[src/rid_pkg.sv]
// Shared types and helpers for the raw image difference decoder.
`timescale 1ns / 1ps
package rid_pkg;

  localparam int unsigned WidthReset  = 4096;
  localparam int unsigned HeightReset = 3072;
  localparam int unsigned HeaderBytes = 7;

  typedef enum logic {
    REG_WIDTH  = 1'b0,
    REG_HEIGHT = 1'b1
  } reg_index_t;

  // One decoded difference on its way to the predictor.
  typedef struct packed {
    logic        parity;
    logic        row_lt2;
    logic        col_lt2;
    logic [15:0] diff;
    logic        eor;
    logic        eoi;
    logic        last;
  } dec_t;

  // Number of significant bits in a 16-bit value.
  function automatic logic [4:0] bit_len16(input logic [15:0] v);
    logic [4:0] n;
    n = 5'd0;
    for (int i = 0; i < 16; i++) begin
      if (v[i]) n = 5'(i + 1);
    end
    return n;
  endfunction

  // Number of significant bits in a 12-bit value.
  function automatic logic [3:0] bit_len12(input logic [11:0] v);
    logic [3:0] n;
    n = 4'd0;
    for (int i = 0; i < 12; i++) begin
      if (v[i]) n = 4'(i + 1);
    end
    return n;
  endfunction

endpackage

[src/rid_bit_decoder.sv]
// Byte intake, bit buffer, adaptive difference decode and raster counters.
`timescale 1ns / 1ps
module rid_bit_decoder #(
  parameter int MAX_WIDTH  = 16384,
  parameter int MAX_HEIGHT = 8192
) (
  input  logic                                   clk,
  input  logic                                   rst,
  input  logic                                   in_valid,
  output logic                                   in_stall,
  input  logic [7:0]                             data_byte,
  input  logic [14:0]                            width_reg,
  input  logic [13:0]                            height_reg,
  input  logic                                   adv,
  output logic                                   go,
  output rid_pkg::dec_t                          dec,
  output logic [$clog2(MAX_WIDTH):0]             rd_addr
);

  localparam int CW = $clog2(MAX_WIDTH);
  localparam int RW = $clog2(MAX_HEIGHT);
  localparam logic [16:0] MaxW = 17'(MAX_WIDTH);
  localparam logic [16:0] MaxH = 17'(MAX_HEIGHT);

  logic [47:0]        bbuf;
  logic [5:0]         count;
  logic [2:0]         hdr;
  logic [1:0]         dec_left;
  logic               done;
  logic [CW-1:0]      col;
  logic [RW-1:0]      row;
  logic [15:0]        lmag [2];
  logic [17:0]        rbias [2];
  logic [1:0]         srun [2];

  logic [16:0] w_eff, h_eff;
  logic [31:0] top;
  logic        p, neg, can_dec, finish, accept, append, eor, eoi, last;
  logic [1:0]  low;
  logic [4:0]  act, bias, nlow, tmp;
  logic [3:0]  lz;
  logic [5:0]  used, sh;
  logic [15:0] mask, v;
  logic [31:0] fld;
  logic [19:0] mag;
  logic signed [21:0] s, diff;
  logic signed [23:0] t;
  logic [17:0] rb_new;

  always_comb begin
    w_eff = {2'b0, width_reg};
    if (w_eff > MaxW) w_eff = MaxW;
    w_eff[0] = 1'b0;
    if (w_eff < 17'd2) w_eff = 17'd2;
    h_eff = {3'b0, height_reg};
    if (h_eff > MaxH) h_eff = MaxH;
    if (h_eff < 17'd2) h_eff = 17'd2;

    p    = col[0];
    top  = 32'(bbuf >> (count - 6'd32));
    neg  = top[31];
    low  = top[30:29];
    lz   = 4'd12 - rid_pkg::bit_len12(top[28:17]);
    bias = (srun[p] < 2'd3) ? 5'd2 : 5'd0;
    act  = rid_pkg::bit_len16(lmag[p]);
    tmp  = (act > bias) ? act - bias : 5'd0;
    nlow = (tmp < bias + 5'd2) ? bias + 5'd2 : tmp;
    mask = 16'((17'd1 << nlow) - 17'd1);
    sh   = 6'd28 - 6'(lz) - 6'(nlow);
    fld  = top >> sh;
    v    = top[16:1];
    if (lz != 4'd12) begin
      mag  = (20'(lz) << nlow) | {4'b0, fld[15:0] & mask};
      used = 6'(lz) + 6'd4 + 6'(nlow);
    end else begin
      // escape code: high part inline, one separator bit dropped
      mag  = {4'b0, ((v >> 1) & ~mask) | (v & mask)};
      used = 6'd31;
    end
    s      = neg ? ~$signed({2'b0, mag}) : $signed({2'b0, mag});
    diff   = s + {{4{rbias[p][17]}}, rbias[p]};
    t      = ({diff[21], diff, 1'b0}) + {{2{diff[21]}}, diff}
             + {{6{rbias[p][17]}}, rbias[p]};
    rb_new = t[22:5];

    eor  = ({{(17-CW){1'b0}}, col} + 17'd1) >= w_eff;
    eoi  = eor && (({{(17-RW){1'b0}}, row} + 17'd1) >= h_eff);
    last = (dec_left == 2'd1) || eoi || ((count - used) < 6'd32);

    can_dec  = (dec_left != 2'd0) && (count >= 6'd32) && !done;
    go       = can_dec && adv;
    finish   = (dec_left != 2'd0) && (!can_dec || (go && last));
    in_stall = !((dec_left == 2'd0) || finish);
    accept   = in_valid && !in_stall;
    append   = accept && (hdr == 3'd0) && !done && !(go && eoi);

    dec.parity  = p;
    dec.row_lt2 = ({{(17-RW){1'b0}}, row} < 17'd2);
    dec.col_lt2 = ({{(17-CW){1'b0}}, col} < 17'd2);
    dec.diff    = {diff[13:0], low};
    dec.eor     = eor;
    dec.eoi     = eoi;
    dec.last    = last;
    rd_addr     = {row[0], col};
  end

  always_ff @(posedge clk) begin
    if (rst) begin
      bbuf     <= '0;
      count    <= '0;
      hdr      <= 3'(rid_pkg::HeaderBytes);
      dec_left <= '0;
      done     <= 1'b0;
      col      <= '0;
      row      <= '0;
      for (int i = 0; i < 2; i++) begin
        lmag[i]  <= '0;
        rbias[i] <= '0;
        srun[i]  <= '0;
      end
    end else begin
      if (accept && hdr != 3'd0) hdr <= hdr - 3'd1;
      if (append) begin
        bbuf     <= {bbuf[39:0], data_byte};
        count    <= count - (go ? used : 6'd0) + 6'd8;
        dec_left <= 2'd2;
      end else begin
        if (go) count <= count - used;
        if (finish) dec_left <= 2'd0;
        else if (go) dec_left <= dec_left - 2'd1;
      end
      if (go) begin
        if (eor) begin
          col <= '0;
          if (eoi) done <= 1'b1;
          else row <= row + RW'(1);
          for (int i = 0; i < 2; i++) begin
            lmag[i]  <= '0;
            rbias[i] <= '0;
            srun[i]  <= '0;
          end
        end else begin
          col      <= col + CW'(1);
          lmag[p]  <= mag[15:0];
          rbias[p] <= rb_new;
          if (mag > 20'd16) srun[p] <= 2'd0;
          else if (srun[p] != 2'd3) srun[p] <= srun[p] + 2'd1;
        end
      end
    end
  end

endmodule

[config.mk]
export PLATFORM = sky130hd
export DESIGN_NAME = rid_bit_decoder
export DESIGN_NICKNAME = d
export VERILOG_FILES = /design/src/rid_pkg.sv /design/src/rid_bit_decoder.sv
export SDC_FILE = /design/constraint.sdc
export NUM_CORES = 1
export LEC_CHECK = 0
export ABC_AREA = 1
export BUFFER_PORTS_ARGS = -buffer_cell sky130_fd_sc_hd__buf_4
export CORE_MARGIN = 10
export CORE_UTILIZATION = 58
export CTS_CLUSTER_SIZE = 30
export DETAILED_ROUTE_END_ITERATION = 8
export GPL_TIMING_DRIVEN = 0
export PLACE_DENSITY = 0.79
export SKIP_CTS_REPAIR_TIMING = 1
export SLEW_MARGIN = 15
export SYNTH_ARGS = -nofsm -noshare
export SYNTH_HDL_FRONTEND = slang
export SYNTH_SLANG_ARGS = --single-unit
[constraint.sdc]
create_clock -name clk -period 10.4 [get_ports clk]
set_clock_uncertainty 0.1 [all_clocks]
set_input_delay 2.08 -clock clk [delete_from_list [all_inputs] [get_ports clk]]
set_output_delay 2.08 -clock clk [all_outputs]
set_load 0.03 [all_outputs]
-- Word-level counts from Yosys, hierarchy flattened
Memory sizes are Yosys's and may differ from the RTL's. A register that Yosys moved wholly into a read port is not among the register bits.
Index checks and enable logic that the tools add are counted.
- memories: 3
- output and inout port bits: 39
- bits in registers: 87
- RAM bits: 72
- input port bits: 41
- logic and storage cells: 189
- multiplexer cells: 88
- shift operators: 4
- $add $sub $neg: 22
- eq/ne operators: 3
- bitwise logic cells: 15
- order comparisons: 14
- reductions and logical operators: 32
- memories (memory ; words ; bits a word ; read ports ; clocked after memory_dff ; wr ports ; RTL line ; text):
    rbias ; 2 ; 18 ; 1 ; 1 ; 2 ; rid_bit_decoder.sv:33 ; logic [17:0] rbias [2];
    lmag ; 2 ; 16 ; 1 ; 1 ; 2 ; rid_bit_decoder.sv:32 ; logic [15:0] lmag [2];
    srun ; 2 ; 2 ; 1 ; 1 ; 2 ; rid_bit_decoder.sv:34 ; logic [1:0] srun [2];
- operators with widths (operator ; count):
    $mux W5 ; 17
    $mux W18 ; 3
    $mux W16 ; 3
    $shr A48 B6 Y32 ; 1
    $mux W4 ; 11
    $mux W1 ; 35
    $lt A17 B2 Y1 const B ; 2
    $and A16 B16 Y16 ; 2
    $shr A32 B6 Y16 ; 1
    $mux W15 ; 2
    $mux W14 ; 2
    $mux W6 ; 4
    $add A23 B22 Y23 ; 1
    $add A23 B23 Y23 ; 1
    $add A22 B22 Y22 ; 1
    $mux W22 ; 1
    $not A20 Y22 ; 1
    $gt A20 B5 Y1 const B ; 1
    $mux W20 ; 1
    $or A20 B16 Y20 ; 1
    $shl A4 B5 Y20 ; 1
    $reduce_or A18 Y1 ; 1
    $ge A14 B17 Y1 ; 1
    $ge A15 B17 Y1 ; 1
    other kinds (49) ; 83

-- Logic depth before layout (Yosys ltp)
- depth in word-level cells: 35
- gate-level depth with buffers: 83
- depth with buffers taken out: 80

-- Worst setup path before layout
OpenSTA, ideal clock, no wires.
- kind: register to register
- from: register with a tool-made name
- to: memory rbias[0][17] (data pin)
- setup time: 0.256 ns
- period minus slack after synthesis: 11.692 ns
- arrival time: 11.336 ns
- buffers on the path: 7
- slack: -1.292 ns
- stages on the path, launching flop included: 68
- data required time: 10.044 ns
- path through: dfxtp_1 buf_6 buf_6 clkbuf_1 clkbuf_1 nand2_1 nand2_1 ha_1 inv_1 ha_1 ha_1 nand3_1 nand2_1 a21oi_1 ha_1 nand2_1 nand3_2 nand2_2 [32 not listed] inv_1 a21oi_1 inv_1 a21oi_1 inv_1 a21oi_1 inv_1 a21oi_1 inv_1 a21oi_1 o21bai_1 a21o_1 a21o_1 a21o_1 a21oi_1 xor2_1 inv_1 nor2_1
- RTL lines (item ; RTL line):
    end, declared ; rid_bit_decoder.sv:33

==> results.py <==
metrics = {
    "clock_tree": {
        "cts_tree": "yes",
        "cts_buffer_depth": 2,
        "h-tree-depth": 4,
        "cts_made_buffers": 17,
        "path_clk_slew_ns": 0.06,
        "root_buffer": "clkbuf_16",
        "clk_latency_ns": 0.45,
        "cts_sinks": 160,
    },
    "placement": {
        "place_congestion": 1.03,
        "hpwl_um": 43600,
        "dp.cells": 2995,
        "io_buffers": 79,
    },
    "die": {
        "die_h_um": 189,
        "dieArea_um2": 35800,
        "core_region_area_um2": 28000,
        "die_w_um": 189,
        "num_io_pins": 80,
        "num_rows": 61,
        "start_util_pct": 59.4,
    },
    "global_routing": {
        "grt_max_degree": 32,
        "grtUsageTotal_pct": 29.6,
        "grt_pass1_vias": 16710,
        "grt_antenna_before_repair": 1,
        "grt_pass1_wl_um": 86900,
        "grt.overflow.total": 0,
    },
    "setup_path": {
        "r2r.worst_path.cells": 69,
        "slowest_stage": "fa_2",
        "r2r_slack_ns": -1.09,
        "reg2reg_to": "rbias[0][17]$_SDFFCE_PN0P_",
        "crit_arrival_ns": 11.68,
        "slowest_delay_ns": 0.69,
        "end_kind": "register",
        "cpMostUsedCell": "a21oi_2",
        "cp_max_fo": 10,
        "cp.required_ns": 10.59,
        "critPathKind": "reg -> reg",
        "cp-start-kind": "register",
    },
    "timing": {
        "slew_headroom_pct": 27.5,
        "max_slew.worst_pin.slew_ns": 1.08,
        "rsz0062_at_grt": "true",
        "post-route-min-period_ns": 11.49,
        "slew_violations": 0,
        "fmax_ghz": 0.0870,
        "fin_tns_setup_ns": -8.95,
        "fin_crit_sh_pct": 111,
        "hold_viol": 0,
        "fin_ws_ns": -1.09,
        "finalSetupViolations": 14,
    },
    "hold_path": {
        "min_from": "bbuf[41]$_SDFFE_PP0P_",
        "hold_class": "reg -> reg",
        "hold_depth": 2,
        "holdPathEnd": "bbuf[41]$_SDFFE_PP0P_",
    },
    "finish": {
        "n_fill_cell": 2421,
        "area.growth.synth_to_final_pct": 16.8,
        "finalNetCount": 2864,
        "post-route-util_pct": 69.4,
        "fin_cells": 3077,
        "drive_gt1_share_pct": 16.0,
    },
    "synthesis": {
        "ys_async_sr_fraction_pct": 0,
        "synth.distinct_cells": 64,
        "ys_ff_latch": 160,
        "yosysSeqAreaShare_pct": 23.6,
        "synth_ff_type": "dfxtp_1",
        "syn_area_per_cell_um2": 6.56,
        "syn_area_um2": 16600,
        "yosysWarnings": 0,
        "synth_edf_count": 72,
        "synthCells": 2536,
        "synth_nets": 2715,
    },
    "detailed_routing": {
        "postRouteWirelength_um": 57000,
        "wl_per_cell_um": 18.5,
        "num_vias": 18131,
        "via_per_inst": 5.89,
        "drc": 0,
        "firstDrtPassIters": 7,
        "initialDrtViolationCount": 1870,
        "antenna_left": 0,
    },
    "flow_run": {
        "maxCapViolations": 0,
    },
    "power": {
        "leakage_nw": 9.25,
        "ir_worst_vdd_uv": 159,
        "powerDensity_nw_per_um2": 133,
    },
    "run_status": {
        "violations": "setup timing",
        "status": "finished, violations left",
    },
}
-- cell families (layout without fill, tap and decap cells) --
| logic type | after synthesis | count (layout) | share of synthesized area (%) |
|---|---|---|---|
| compound gates | 532 | 532 | 17.7 |
| other cells | 0 | 1 | 0 |
| xor+xnor | 94 | 94 | 5.00 |
| fa+ha+maj | 138 | 138 | 11.3 |
| mux | 25 | 25 | 1.50 |
| flops | 160 | 160 | 23.6 |
| buf+inv | 386 | 548 | 9.97 |
| simple gates | 1201 | 1201 | 30.9 |
-- worst max path at each step --
| stage | endpoint | slack [ns] | cells after the start |
|---|---|---|---|
| CTS | rbias[0][17]$_SDFFCE_PN0P_ | -2.22 | 70 |
| detailed placement | rbias[1][17]$_SDFFCE_PN0P_ | -2.15 | 70 |
| floorplan | rbias[0][17]$_SDFFCE_PN0P_ | 0.05 | 67 |
| global route | rbias[0][17]$_SDFFCE_PN0P_ | -1.74 | 72 |
| finish | rbias[0][17]$_SDFFCE_PN0P_ | -1.09 | 69 |
| global placement | rbias[1][17]$_SDFFCE_PN0P_ | -1.97 | 70 |
-- synth_stat cells, types with 5 or more instances --
master | count | area, µm²
nand2_1 | 676 | 2540
inv_1 | 239 | 897
o21ai_0 | 233 | 1170
nor2_1 | 204 | 766
nand3_1 | 199 | 996
a21oi_1 | 158 | 791
ha_1 | 117 | 1460
dfxtp_1 | 88 | 1760
xor2_1 | 73 | 639
edfxtp_1 | 72 | 2160
clkbuf_1 | 58 | 218
o21ai_1 | 32 | 160
or2_2 | 27 | 169
buf_4 | 26 | 195
o211ai_1 | 26 | 195
mux2i_1 | 25 | 250
buf_2 | 23 | 115
a31oi_1 | 22 | 138
fa_1 | 21 | 420
xnor2_1 | 20 | 175
nor3_1 | 19 | 95.1
nand4_1 | 15 | 93.8
a22oi_1 | 14 | 105
nand2_2 | 14 | 87.6
a21o_1 | 12 | 90.1
inv_2 | 12 | 45.0
buf_6 | 9 | 101
nor2_2 | 9 | 56.3
clkinv_1 | 8 | 30.0
buf_1 | 7 | 26.3
nand3_2 | 7 | 70.1
nor4_1 | 7 | 43.8
a211oi_1 | 5 | 37.5
o21bai_1 | 5 | 37.5
-- cells in the final DEF (no fill, tap or decap), types with 24 or more instances in the layout --
cell type  count
nor2_1       200
nand2_1      660
clkbuf_1      33
mux2i_1       24
o21ai_0      203
o21ai_1       50
buf_2         24
ha_1         107
o211ai_1      26
buf_4        150
or2_2         27
nand2_2       24
a21oi_1      143
dfxtp_1       86
inv_1        232
xor2_1        63
nand3_1      194
edfxtp_1      72
-- stage by stage --
step           cell area (µm²)  worst slack [ns]  hold slack, ns  power, mW
2_1_floorplan            16800            0.0511           0.341       1.48
3_5_place_dp             17900             -2.15           0.359       1.75
3_3_place_gp             17800             -1.97           0.352       1.73
5_1_grt                  19400             -1.74           0.391       2.72
4_1_cts                  18400             -2.22           0.369       2.33
6_report                 19400             -1.09           0.373       2.59
-- worst max-delay path: cells and delay by family, from the launching register on --
kind,cells,cell delay [ns]
xor gates and xnor gates,3,0.56
and+or+nand+nor,18,1.81
buffers and inverters,15,1.37
DFF,1,0.40
AOI/OAI and AO/OA,24,3.90
adders and majority gates,8,2.88
muxes,1,0.27
-- cell type report --
class | instances | area, µm² | area share, %
multi-input combinational | 1990 | 11600 | 59.9
sequential | 160 | 3930 | 20.2
timing repair buffer | 132 | 1040 | 5.37
inverter | 260 | 1000 | 5.15
buffer | 124 | 812 | 4.18
tap | 378 | 473 | 2.43
clock buffer | 17 | 425 | 2.19
clock inverter | 15 | 111 | 0.573
antenna | 1 | 2.50 | 0.0129
-- power by group --
part / switching (mW) / internal (mW) / total [mW]
combinational: 0.825 / 0.512 / 1.34
sequential: 0.00463 / 0.667 / 0.671
clock: 0.274 / 0.307 / 0.581
total: 1.10 / 1.49 / 2.59
-- registers in the layout, summed over array words and instances, names as in the netlist, named ones only --
name      cells
lmag         32
hdr           3
srun          4
row          13
bbuf         48
dec_left      2
col          14
rbias        36
done          1
count         6
-- metal layers --
metal	part of all wire, %	GRT usage [%]	wire, µm
met5	0	0	0
met4	3.3	11.5	1890
met3	7.5	4.32	4290
met2	48	49.0	27100
met1	42	38.1	23700
Note: power is estimated with default switching activity, not from simulation.
